**src/hw/rtl/icr_ram.sv**
```systemverilog
module icr_ram #(
  parameter int unsigned WIDTH = 1,
  parameter int unsigned DEPTH = 256
) (
  input  logic                     clk,
  input  logic                     we,
  input  logic [$clog2(DEPTH)-1:0] waddr,
  input  logic [WIDTH-1:0]         wdata,
  input  logic [$clog2(DEPTH)-1:0] raddr,
  output logic [WIDTH-1:0]         rdata
);

  logic [WIDTH-1:0] mem [DEPTH];

  // Write port and registered read port
  always_ff @(posedge clk) begin
    if (we) begin
      mem[waddr] <= wdata;
    end
    rdata <= mem[raddr];
  end

endmodule

```
**config.mk**
```make
export PLATFORM = sky130hd
export DESIGN_NAME = icr_ram
export DESIGN_NICKNAME = d
export VERILOG_FILES = /design/src/hw/rtl/icr_ram.sv
export SDC_FILE = /design/constraint.sdc
export NUM_CORES = 1
export LEC_CHECK = 0
export BUFFER_PORTS_ARGS = -buffer_cell sky130_fd_sc_hd__buf_2
export CORE_MARGIN = 8
export CORE_UTILIZATION = 40
export DETAILED_ROUTE_END_ITERATION = 10
export SLEW_MARGIN = 30
export SYNTH_ARGS = -nofsm -noshare
export SYNTH_HDL_FRONTEND = slang
export SYNTH_SLANG_ARGS = --single-unit
```
**constraint.sdc**
```tcl
create_clock -name clk -period 2.8 [get_ports clk]
set_input_delay 0.28 -clock clk [delete_from_list [all_inputs] [get_ports clk]]
set_output_delay 0.28 -clock clk [all_outputs]
set_load 0.005 [all_outputs]
```
Word level (Yosys, flattened, before mapping)

Memory sizes are Yosys's and may differ from the RTL's. A register that Yosys moved wholly into a read port is not among the register bits.
Cells that the tools add are included.

Register bits after elaboration: 0
Bits in writable memories: 256
Input bits: 19
Output and inout port bits: 1
Word-level logic and storage cells: 3
Memories: 1

Mux-type cells: 2

Memory list:

| name | words | bits a word | read ports | clocked after memory_dff | wr ports | RTL line | source |
|---|---|---|---|---|---|---|---|
| mem  | 256   | 1           | 1          | 1                        | 1        | 13       | `logic [WIDTH-1:0] mem [DEPTH];` |

Operators with widths:

| operator          | count |
|---|---|
| two-way mux 1 bit | 2 |

Logic depth before layout (Yosys ltp)

Depth in word-level cells: 2
Depth in mapped cells: 10
Gate-level depth less buffers: 6

Worst setup path after synthesis

OpenSTA, ideal clock, no wires.

Kind: input to register
Start point: input port raddr[0]
End point: register rdata, read port of mem
Library setup time: 0.129 ns
Data arrival time: 1.926 ns
Data required time: 2.671 ns
Slack: 0.745 ns
Stages: 8
Buffers on the path: 2
Cells stage by stage: buf_6 -> buf_6 -> mux4_2 -> mux4_2 -> mux2i_1 -> o22ai_1 -> a21oi_1 -> a22oi_1

RTL lines:

| element         | RTL line | source |
|---|---|---|
| start, declared | 9        | `input logic [$clog2(DEPTH)-1:0] raddr,` |
| end, declared   | 10       | `output logic [WIDTH-1:0] rdata` |

==> summary.txt <==
Outcome
  • Outcome: complete, no violations

Clock network
  • Clock root cell: clkbuf_16
  • CTS H-tree depth: 1
  • Hold_buf cts: 0
  • CTS tree: done
  • Post-CTS Resized: 0
  • CTS clk-pin slew, worst paths: 0.06 ns
  • Clock latency on the worst-skew pair: 0.54 ns
  • Clock Sinks: 257
  • Clock buffer count from CTS: 28
  • Post-CTS Setup Bufs: 0
  • Clock Tree Buf Depth: 3

Global route
  • Antenna violations before repair: 0
  • Grt total ovfl: 0
  • M2 GR Usage: 27.3%
  • Global-route wire length before repair: 40.0 mm
  • Largest net degree at the start of global routing: 86
  • GR Util All Layers: 15.6%
  • Met3 Track Usage GR: 2.63%
  • Gr busiest metal: met2
  • Vias in the first global route: 6615
  • Met1 Track Usage GR: 19.7%

Yosys
  • Xor/xnor share of the synthesized area: 0%
  • Yosys cell types: 35
  • Syn avg cell area: 14.1 µm²
  • Largest family of logic cells by synthesized area: multiplexers
  • Synth cell count leaders: 268 x nor2_1, 256 x edfxtp_1, 51 x mux2i_1
  • Synth Area in Compound Gates: 3.11%
  • Synthesized Nets: 807
  • Post-synth EDFFs: 256
  • Async S/R FF share, synth: 0%
  • Synth top area share: 69.1%
  • Leading area contributor after synthesis: edfxtp_1
  • Ys flop type: edfxtp_1
  • Count leader, synth: nor2_1
  • Adder-cell share of the synthesized area: 0%
  • Post-synth design cell area: 0.0111 mm²
  • Seq/Total Area, Yosys: 69.3%
  • Yosys warns: 0
  • Post-synthesis mux area share: 13.2%
  • Top post-synthesis cells by area: edfxtp_1 69%, nor2_1 9.0%, mux4_2 8.5%
  • Synthesized instance count: 788
  • #FFs+latches synth: 257
  • Simple-gate share of the synthesized area: 11.9%

STA
  • Fmax: 484 MHz
  • Worst-margin pin slew: 0.935 ns
  • Final period utilization: 73.8%
  • Setup_tns: 0 ns
  • Shortest period the worst path allows: 2.07 ns
  • Slew Viols, Final: 0
  • Layout Skew: 0.00679 ns
  • Slew headroom: 37.5%
  • Final hold slack: 0.172 ns
  • Final setup fails: 0
  • Hold Fails Final Rpt: 0
  • Setup slack after layout: 0.733 ns
  • RSZ-0062 raised after global routing: no

Critical path
  • R2r startpoint: mem[75]
  • Crit path kind: flop to flop
  • Slowest cell on the critical path: mux4_2
  • Worst-case reg-to-reg path depth: 6
  • Critical Path End: rdata
  • Worst EP required: 3.21 ns
  • Worst R2R End: rdata
  • CP endpoint kind: flop
  • Cell Chain, Critical Path: mux4_2, a22o_1, nor4_1, a31oi_1, a311oi_1, a22oi_1
  • Worst-path fanout max: 1
  • Critical path's largest stage delay: 0.46 ns
  • Critical path launch point type: flop
  • CP arrival: 2.48 ns
  • CP startpoint: mem[75]
  • Reg2Reg Setup Slack: 0.73 ns

Routing
  • Wire per inst: 21.5 µm
  • Vias per Instance: 5.41
  • Drt pass-1 iters: 5
  • Final ANT Viol Nets: 0
  • Remaining DRCs: 0
  • WL final: 26.0 mm
  • DRT iter0 DRCs: 596
  • Detailed-route via count: 6531

Placement
  • Dpl hpwl: 15.8 mm
  • Port bufs: 19
  • Post-DP Area: 0.0117 mm²
  • Final Wtd Congestion: 0.758
  • Setup WS pre-CTS: 0.263 ns

Floorplan
  • Core Region: 0.0276 mm²
  • Die outline area: 0.0334 mm²
  • I/O Pins: 20
  • Row count: 61
  • Starting Density: 40.4%
  • Die Y: 183 µm
  • Die Wd: 183 µm

Layout
  • Area Overhead vs Synth: 13.5%
  • Share of cells above drive strength 1: 16.2%
  • # diodes: 0
  • Final nets: 828
  • Finished Cell Area: 0.0126 mm²

Pwr
  • P per Cell Area: 675 mW/mm²
  • Pleak: 3.91 nW
  • Worst VDD drop: 0.481 mV

Min path
  • Hold Crit Class: primary input to flop

Job
  • MaxCap Viol Count: 0
cells by family (layout without fill, tap and decap cells):
group | after synthesis | after routing
AND/OR/NAND/NOR | 330 | 330
flip-flops | 257 | 257
multiplexers | 94 | 94
buffers and inverters | 57 | 98
AO/OA/AOI/OAI | 50 | 50
per-layer routing:
layer | share of wire [%] | up-vias
li1 | - | 2953
met1 | 42 | 3356
met2 | 51 | 173
met3 | 5.1 | 49
met4 | 2.7 | 0
met5 | 0 | -
layout by cell type, fill, tap and decap left out, types with 4 or more instances in the layout:
cell and instances:
clkinv_2 4, buf_4 29, a22o_1 6, mux2i_1 51, mux4_2 42, clkbuf_16 29, bufinv_16 4, buf_2 16
nor4_1 5, a22oi_1 8, nor2b_1 9, edfxtp_1 256, nand3_1 12, nor2_1 268, nand2_1 23, o22ai_1 23
clkbuf_8 6
worst min-delay path by stage:
stage | start | end | slack (ns) | depth (start not counted)
2_1_floorplan | wdata | mem[0] | 0.38 | 0
3_3_place_gp | rdata | rdata | 0.71 | 1
3_5_place_dp | rdata | rdata | 0.71 | 1
4_1_cts | raddr[7] | rdata | 0.16 | 3
5_1_grt | raddr[7] | rdata | 0.17 | 3
6_report | raddr[7] | rdata | 0.17 | 3
final cells by class:
| class | instances | area, µm² |
|---|---|---|
| repair buffers | 47 | 329 |
| clock inverters | 12 | 160 |
| flip-flops and latches | 257 | 7710 |
| fillers | 2462 | 14900 |
| multi-input cells | 474 | 3140 |
| well taps | 378 | 473 |
| clock buffers | 38 | 820 |
| inverters | 1 | 3.75 |
sequential cells by signal (all words and copies together) (netlist names):
name / cells
mem: 256
rdata: 1
critical path: cells and delay by family, from the launching register on:
kind | cells | cell delay [ns]
AOI/OAI and AO/OA | 4 | 0.89
muxes | 1 | 0.46
DFF | 1 | 0.36
and+or+nand+nor | 1 | 0.23
through the flow:
step / instances / utilization (%) / power, W
final: 1207 / 45.9 / 0.00853
after CTS: 1207 / 45.9 / 0.00859
after detailed placement: 1157 / 42.3 / 0.00475
after floorplan: 788 / - / 0.00458
after global placement: 1157 / 42.3 / 0.00475
after global routing: 1207 / 45.9 / 0.00876
power breakdown:
part           switching [W]  internal, W
sequential        0.00000306      0.00424
clock                0.00147      0.00240
combinational       0.000275     0.000148
Note: power is estimated with default switching activity, not from simulation.
