--- config.mk ---
export PLATFORM = sky130hd
export DESIGN_NAME = icr_cell
export DESIGN_NICKNAME = d
export VERILOG_FILES = /design/src/hw/rtl/icr_pkg.sv /design/src/hw/rtl/icr_cell.sv
export SDC_FILE = /design/constraint.sdc
export NUM_CORES = 1
export LEC_CHECK = 0
export BUFFER_PORTS_ARGS = -buffer_cell sky130_fd_sc_hd__buf_2
export CORE_MARGIN = 4
export CORE_UTILIZATION = 35
export CTS_BUF_LIST = sky130_fd_sc_hd__clkbuf_16
export DETAILED_ROUTE_END_ITERATION = 10
export GPL_TIMING_DRIVEN = 0
export PLACE_DENSITY = 0.63
export SETUP_SLACK_MARGIN = 0.3
export SYNTH_ARGS = -nofsm -noshare
export SYNTH_HDL_FRONTEND = slang
export SYNTH_SLANG_ARGS = --single-unit
--- constraint.sdc ---
create_clock -name clk -period 4.5 [get_ports clk]
set_clock_uncertainty 0.15 [all_clocks]
set_input_delay 0.45 -clock clk [delete_from_list [all_inputs] [get_ports clk]]
set_output_delay 0.45 -clock clk [all_outputs]
set_load 0.005 [all_outputs]
--- src/hw/rtl/icr_pkg.sv ---
package icr_pkg;

  // Fixed field widths of the request and result channels
  localparam int unsigned OP_W      = 2;
  localparam int unsigned ID_FW     = 8;
  localparam int unsigned LEN_FW    = 16;
  localparam int unsigned SLOT_FW   = 6;
  localparam int unsigned STATUS_W  = 3;

  typedef enum logic [OP_W-1:0] {
    OP_QUERY   = 2'd0,
    OP_RESERVE = 2'd1,
    OP_RELEASE = 2'd2,
    OP_SPARE   = 2'd3
  } op_e_t;

  typedef enum logic [STATUS_W-1:0] {
    ST_OK        = 3'd0,
    ST_NO_ROOM   = 3'd1,
    ST_HELD      = 3'd2,
    ST_NOT_HELD  = 3'd3,
    ST_BAD_RANGE = 3'd4
  } status_e_t;

  typedef enum logic [2:0] {
    S_CLEAR  = 3'd0,
    S_IDLE   = 3'd1,
    S_WALK   = 3'd2,
    S_LOOKUP = 3'd3,
    S_DECIDE = 3'd4
  } state_e_t;

  // Broadcast from the controller to every cell of the slot chain
  typedef struct packed {
    logic [SLOT_FW-1:0] lo;
    logic [SLOT_FW-1:0] hi;
    logic               commit;
    logic               do_sub;
  } cell_ctl_t;

endpackage

--- src/hw/rtl/icr_cell.sv ---
module icr_cell import icr_pkg::*; #(
  parameter int unsigned LENGTH_BITS = 16,
  parameter int unsigned IDX         = 0
) (
  input  logic                   clk,
  input  logic                   rst_n,
  input  cell_ctl_t              ctl,
  input  logic [LENGTH_BITS-1:0] need,
  input  logic [LENGTH_BITS-1:0] section,
  input  logic                   fit_in,
  input  logic                   cov_in,
  output logic                   fit_out,
  output logic                   cov_out
);

  localparam logic [31:0] IDX_U = 32'(IDX);

  logic [LENGTH_BITS-1:0] used_r;
  logic [LENGTH_BITS-1:0] used_nxt;
  logic                   fit_r;
  logic                   cov_r;
  logic                   in_range;
  logic [LENGTH_BITS:0]   sum;
  logic                   fit_ok;
  logic                   cov_ok;

  // Decide whether this slot lies in the requested range
  assign in_range = (32'(ctl.lo) <= IDX_U) && (32'(ctl.hi) >= IDX_U);

  // Local checks: room for the demand, and enough use to give back
  assign sum    = {1'b0, used_r} + {1'b0, need};
  assign fit_ok = !in_range || (sum <= {1'b0, section});
  assign cov_ok = !in_range || (used_r >= need);

  // Add or subtract the demand on commit
  always_comb begin
    used_nxt = used_r;
    if (ctl.commit && in_range) begin
      used_nxt = ctl.do_sub ? (used_r - need) : (used_r + need);
    end
  end

  // Hold the slot use and pass the running flags to the next cell
  always_ff @(posedge clk) begin
    if (!rst_n) begin
      used_r <= '0;
      fit_r  <= 1'b1;
      cov_r  <= 1'b1;
    end else begin
      used_r <= used_nxt;
      fit_r  <= fit_in & fit_ok;
      cov_r  <= cov_in & cov_ok;
    end
  end

  assign fit_out = fit_r;
  assign cov_out = cov_r;

endmodule
# --- Word-level counts from Yosys, hierarchy flattened ---
# Cells that the tools add are included.
word_totals:
  out_inout_bits: 2
  regBits: 18
op_classes:
  bitwise_logic: 2
  n_reduce_logical: 4
  mux: 1
  add_sub_neg: 3
  magnitude_cmp: 3
op_table:
  columns: ["operator", "n"]
  rows:
  - ["$add 16x16->17", 1]
  - ["$le 17x16->1", 1]
  - ["$add 16x16->16", 1]
  - ["$ge 16x16->1", 1]
  - ["$mux 16", 1]
  - ["$sub 16x16->16", 1]
  - ["$le 6x1->1 const B", 1]
  - ["$and 1x1->1", 2]
  - ["$logic_or 1x1->1", 2]
  - ["$logic_and 1x1->1", 1]
  - ["$logic_not 1->1", 1]

# --- Depth between registers and ports, before layout ---
# Gate-level depths: netlist (run 1).
depth:
  ltp_word: 4
  ltp_mapped: 18
  depth_no_buf: 17

# --- Worst setup path after synthesis (run 1) ---
# Ideal clock, no wire load.
synth_path:
  path_kind: "input to register"
  start: "in need[0]"
  end: "reg fit_r, in the netlist fit_out"
  setup_time_ps: 87
  arrival_ps: 3357
  n_path_buf: 0
  slack_ps: 906
  cell_stages: 15
  cell_sequence: "ha_1 > fa_1 > a21oi_1 > o221ai_2 > a31o_2 > a21oi_1 > xnor2_1 > ha_1 > a21o_1 > a21o_1 > a21oi_1 > o211ai_1 > a221oi_1 > a31oi_1 > o31ai_1"
synth_between:
  elab_chain_len: 4
synth_rtl:
  columns: ["element", "line_no", "source"]
  rows:
  - ["start, declared", "icr_cell.sv:8", "input logic [LENGTH_BITS-1:0] need,"]
  - ["$add 16x16->17", "icr_cell.sv:31", "assign sum = {1'b0, used_r} + {1'b0, need};"]
  - ["$le 17x16->1", "icr_cell.sv:32", "assign fit_ok = !in_range || (sum <= {1'b0, section});"]
  - ["$logic_or 1x1->1", "icr_cell.sv:32", null]
  - ["$and 1x1->1", "icr_cell.sv:51", "fit_r <= fit_in & fit_ok;"]
  - ["end signal, assigned", "icr_cell.sv:51", null]
  - ["end, declared", "icr_cell.sv:20", "logic fit_r;"]
# No other way between the ends.
# A chain may end at the register's enable or synchronous reset.

# --- Worst setup path in the final report (run 1) ---
layout_path:
  start: "reg used_r[0]"
  end: "reg fit_r, in the netlist fit_out"
layout_between:
  elab_chain_len: 4
layout_rtl:
  columns: ["element", "line_no", "source"]
  rows:
  - ["start, declared", "icr_cell.sv:18", "logic [LENGTH_BITS-1:0] used_r;"]
  - ["start signal, assigned", "icr_cell.sv:50", "used_r <= used_nxt;"]
  - ["$add 16x16->17", "icr_cell.sv:31", null]
  - ["$le 17x16->1", "icr_cell.sv:32", null]
  - ["$logic_or 1x1->1", "icr_cell.sv:32", null]
  - ["$and 1x1->1", "icr_cell.sv:51", null]
# No other way between the ends.

==> impl_metrics.ini, run 1 <==
[sta]
fin_tns_setup_ns = 0
rsz0062_at_grt = false
slew_headroom = 0.486
fmax_mhz = 260
hold_viol = 0
worstMarginPinSlew_ns = 0.772
maxSlewViolCount = 0
min_period_ns = 3.85
setup_viol = 0
period_share = 0.856

[floorplan]
num_rows = 32
pin_count = 52
coreArea_um2 = 7730
dieArea_um2 = 9480
fp.dieH_um = 97.4
start_util = 0.362
die_w_um = 97.4

[routing]
wl_met1_um = 3700
drtPass1Iterations = 4
drc = 0
dr.max_layer_used = met4
drt-initial-drc-count = 131
wl_met2_um = 3680
dr_total_vias = 2724
routed_wl_um = 7970
drtAntennaViolNets = 0
wl_met3_um = 446
wl_per_cell_um = 15.4
via_per_inst = 5.27

[logic_synthesis]
synth_edf_count = 0
ys_ff_latch = 18
synth.yosys.seq_area_share = 0.129
syn_nets = 466
yosysWarnings = 0
async_reset_ff_frac = 0
syn_avg_cell_area_um2 = 7.64
postSynthCellCount = 366
yosys_most_used_dff = dfxtp_1
syn_area_um2 = 2800
synth_cell_types = 58

[global_routing]
grt_pass1_wl_um = 13400
gr-usage-all-layers = 0.170
grt_max_degree = 11
antenna_found_initial = 0
overflow = 0
first_global_vias = 2762

[worst_setup_path]
r2r_end = fit_out$_SDFF_PN1_
r2r-start = used_r[0]$_SDFFE_PN0P_
cp_max_fo = 6
cp-end-kind = flop
reg2regPathDepth = 15
cp-endpoint = fit_out$_SDFF_PN1_
crit_path_start_kind = flop
crit_arrival_ns = 3.88
cp-startpoint = used_r[0]$_SDFFE_PN0P_
crit_required_ns = 4.53
critical_path_class = reg -> reg
ff2ff_setup_slack_ns = 0.65

[flow_run]
cap_violations = 0

[cts]
cts_buffers = 3
cts_tree = done
cts_sinks = 18
cts_buffer_depth = 2
path_clk_slew_ns = 0.07
clk_latency_ns = 0.26
h-tree-depth = 1
cts-root-buf = clkbuf_16
cts.hold.buffers_added = 0

[power_and_ir_drop]
p_leak_uw = 0.00155
ir_drop_mv = 0.0951
power.density_nw_per_um2 = 163

[placement]
port_buffers = 45
hpwlAfterDp_um = 6340
gp_congestion = 0.909
placed_area_um2 = 3150

[final_layout]
syn_to_final_growth_pct = 15.7
seq_area_um2 = 360
stdcell_area_um2 = 3230
drive_above_1_share = 0.181
multi_input_area_um2 = 2160
insertedDiodeCount = 0
finalNetCount = 516
fillers = 800

[hold_path]
hold_depth = 3
hold_path.class = in -> reg

[outcome]
outcome = completed
per-layer routing:
layer,up-vias,track usage
met2,71,0.273
li1,1386,-
met5,-,0
met1,1254,0.227
met3,13,0.0316
met4,0,0.0618
cells in the final DEF (no fill, tap or decap), drive strengths merged, types with 6 or more instances in the layout:
cell / instances
dfxtp: 18
a21o: 8
clkbuf: 11
nand2: 11
nor2: 38
buf: 53
o211ai: 7
inv: 51
nor3: 6
xnor2: 24
a211oi: 13
o21ai: 23
a21oi: 32
ha: 48
cell families (layout without fill, tap and decap cells):
group	count (synthesis)	after routing	synth area share
adders and majority gates	50	50	0.229
AOI/OAI and AO/OA	116	116	0.302
muxes	3	3	0.0107
and+or+nand+nor	86	86	0.146
DFF	18	18	0.129
buffers and inverters	67	116	0.102
xor gates and xnor gates	26	26	0.0815
sequential cells by signal, indices dropped and copies added (netlist names):
signal   flops
used_r      16
fit_out      1
cov_out      1
stage by stage:
stage                     setup WS [ns]  hold WS [ns]  utilization  power, uW  std cells
after floorplan                   0.906         0.332            -        278        366
after global placement            0.297         0.341        0.407        327        513
after detailed placement          0.259         0.366        0.407        330        513
after CTS                         0.516         0.259        0.418        531        517
after global routing              0.371         0.300        0.419        555        517
final                             0.649         0.256        0.419        527        517
cell type report:
cell class,instances,share of cell area
inverters,51,0.0600
repair buffers,45,0.0696
clock inverters,1,0.00116
plain buffers,16,0.0279
flip-flops and latches,18,0.111
well taps,102,0.0395
clock buffers,3,0.0232
multi-input cells,281,0.667
worst min-delay path by stage:
stage                                  startpoint                       to  slack [ns]
after CTS                                  fit_in       fit_out$_SDFF_PN1_        0.26
final                                      fit_in       fit_out$_SDFF_PN1_        0.26
after floorplan           used_r[13]$_SDFFE_PN0P_  used_r[13]$_SDFFE_PN0P_        0.33
after detailed placement   used_r[4]$_SDFFE_PN0P_   used_r[4]$_SDFFE_PN0P_        0.37
after global placement    used_r[13]$_SDFFE_PN0P_  used_r[13]$_SDFFE_PN0P_        0.34
after global routing                       fit_in       fit_out$_SDFF_PN1_        0.30
worst max-delay path, cell delays in order (launching register included):
cell and delay [ns]:
dfxtp_1 0.33, ha_1 0.24, fa_1 0.45, a21oi_2 0.25
o221ai_2 0.23, a31o_2 0.26, a21oi_1 0.23, xnor2_1 0.15
ha_1 0.27, a21o_1 0.16, a21o_1 0.20, a21oi_1 0.15
o211ai_1 0.11, a221oi_1 0.28, a31oi_1 0.08, o31ai_1 0.24
cells in the mapped netlist, types with 3 or more instances:
cell,number,area share
inv_1,49,0.066
ha_1,48,0.21
nor2_1,37,0.050
a21oi_1,31,0.056
xnor2_1,24,0.075
o21ai_0,20,0.036
dfxtp_1,18,0.13
a211oi_1,11,0.030
nand2_1,11,0.015
a21o_1,8,0.021
clkbuf_1,8,0.011
o211ai_1,7,0.019
nor3_1,6,0.011
nand2b_1,5,0.011
nand4_1,5,0.011
nor2b_1,5,0.011
a31oi_1,4,0.0090
nand3_1,4,0.0072
or3_1,4,0.0090
buf_2,3,0.0054
buf_4,3,0.0081
mux2i_1,3,0.011
nor4_1,3,0.0067
o21ai_1,3,0.0054
what timing repair did:
action	CTS	global route
resized for setup	0	2
setup endpoints to repair	0	1
setup buffers	0	0
power by group:
part	total [uW]	switching, uW	internal (uW)
clock	199	79.9	119
sequential	162	1.10	161
combinational	165	93.3	72.0
No activity file was read; power rests on OpenSTA's default activity.
==> run 2, diff against run 1 <==
- ABC_CLOCK_PERIOD_IN_PS: default -> 4500
- PLACE_DENSITY: 0.63 -> default
- PLACE_DENSITY_LB_ADDON: default -> 0.25
==> run 2 against run 1 <==
  * Flip-flop and latch count unchanged
  * Sequential power barely moved
  * Largest cell class unchanged
  * Sequential share of layout area stayed put
  * Routed wire length down 0.74%
  * Critical path type unchanged
  * Total power fell by 1.1%
  * Final area unchanged
  * Critical path depth unchanged
  * Core utilization stayed put
  * Combinational power about the same
  * Via count is essentially flat
  * Non-clock buffer count stayed put
  * Register-to-register slack hardly changed
==> impl_metrics.ini, run 2 (synthesis gave the netlist of run 1 again) <==
[outcome]
outcome = completed

[global_routing]
antenna_found_initial = 0
first_global_vias = 2821
grt_pass1_wl_um = 13500
gr-usage-all-layers = 0.172
grt_max_degree = 11
overflow = 0

[floorplan]
coreArea_um2 = 7730
die_w_um = 97.4
num_rows = 32
dieArea_um2 = 9480
pin_count = 52
fp.dieH_um = 97.4
start_util = 0.362

[worst_setup_path]
path_depth = 15
crit_path_start_kind = flop
cp_max_fo = 6
cp-end-kind = flop
crit_required_ns = 4.52
crit_chain = ha_1 > fa_1 > a21oi_4 > o221ai_2 > a31o_2 > a21oi_1 > xnor2_1 > ha_1 > a21o_1 > a21o_1 > a21oi_1 > o211ai_1 > a221oi_1 > a31oi_1 > o31ai_1
critical_path_class = reg -> reg
slowest_stage = fa_1
crit_buf_inv = 0
crit_arrival_ns = 3.88
critical_path.max_stage_delay_ns = 0.47
reg2regPathDepth = 15
critical-path-top-delay-family = compound AO/OA/AOI/OAI gates

[power_and_ir_drop]
p_sw_uw = 170
p_leak_uw = 0.00155
pwr-share-clk = 0.371
power.density_nw_per_um2 = 161
p_seq_frac = 0.312
swShare = 0.326
ir_drop_mv = 0.103
comb_power_share = 0.317
p_int_uw = 351

[cts]
cts_buffers = 3
path_clk_slew_ns = 0.06
cts_sinks = 18
cts_buffer_depth = 2
cts.hold.buffers_added = 0
cts-root-buf = clkbuf_16
clk_latency_ns = 0.26
h-tree-depth = 1
cts_tree = done

[sta]
period_share = 0.857
rsz0062_at_grt = false
setup_viol = 0
hold_viol = 0
fin_tns_setup_ns = 0
setup_ws_ns = 0.645
min_period_ns = 3.85
slew_headroom = 0.520
fmax_mhz = 259
worstMarginPinSlew_ns = 0.719
maxSlewViolCount = 0

[routing]
drtPass1Iterations = 4
wl_per_cell_um = 15.3
via_per_inst = 5.28
drt-initial-drc-count = 122
drc = 0
dr_total_vias = 2725
routed_wl_um = 7910
drtAntennaViolNets = 0

[final_layout]
layout_commonest_cell = inv_1
finalNetCount = 516
final_cell_mix = 49 x inv_1, 48 x buf_2, 48 x ha_1
largest_reg_flops = 16
syn_to_final_growth_pct = 15.7
insertedDiodeCount = 0
fillers = 805
regMostFlops = used_r
instances_no_fill = 516
drive_above_1_share = 0.179

[placement]
hpwlAfterDp_um = 6330
port_buffers = 45
gp_congestion = 0.899
pre_cts_ws_ns = 0.253
dp.cells = 513

[hold_path]
hold_depth = 3
hold_path.class = in -> reg

[flow_run]
cap_violations = 0
run 2: cell types whose count changed in the layout (fill, tap and decap cells not counted), sizes merged:
cell    delta
clkinv     -1
run 2: metrics by stage:
step / instance area, um^2 / util / hold slack (ns) / power (uW)
after floorplan: 2800 / - / 0.332 / 278
after global placement: 3150 / 0.407 / 0.347 / 329
after detailed placement: 3150 / 0.407 / 0.353 / 330
after CTS: 3220 / 0.417 / 0.275 / 526
after global routing: 3230 / 0.419 / 0.294 / 558
final: 3230 / 0.419 / 0.278 / 521
run 2: timing repair:
action                     4_1_cts  5_1_grt
resized for setup                0        2
setup endpoints to repair        0        1
buffers inserted                 0        0
run 2: worst min-delay path, delay by kind of cell:
family / cells / cell delay, ns
buffers and inverters: 1 / 0.09
AOI/OAI and AO/OA: 2 / 0.12
run 2: worst paths after layout:
kind                            slack (ns)                       to                    start
worst max-delay path                  0.65       fit_out$_SDFF_PN1_   used_r[0]$_SDFFE_PN0P_
worst min-delay path                  0.28       fit_out$_SDFF_PN1_                   fit_in
worst max register to register        0.65       fit_out$_SDFF_PN1_   used_r[0]$_SDFFE_PN0P_
worst min register to register        0.36  used_r[13]$_SDFFE_PN0P_  used_r[13]$_SDFFE_PN0P_
run 2: power groups by stage:
stage	clock, uW	combinational (uW)	sequential [uW]
final	193	165	162
after global routing	207	189	162
after floorplan	0	112	166
after detailed placement	0	164	166
after global placement	0	163	166
after CTS	198	166	162
run 2: per-layer routing:
metal  vias up  GRT usage  wire, um
met4         0     0.0511        97
met2        63      0.292      3670
met3         9     0.0258       412
met1      1262      0.225      3730
met5         -          0         0
li1       1391          -         -
run 2: final cells by class:
class	instances	area [um^2]	area share
Tap cell	102	128	0.0395
Clock buffer	3	75.1	0.0232
Sequential cell	18	360	0.111
Inverter	51	194	0.0600
Buffer	16	90.1	0.0279
Multi-Input combinational cell	281	2160	0.668
Timing Repair Buffer	45	225	0.0696
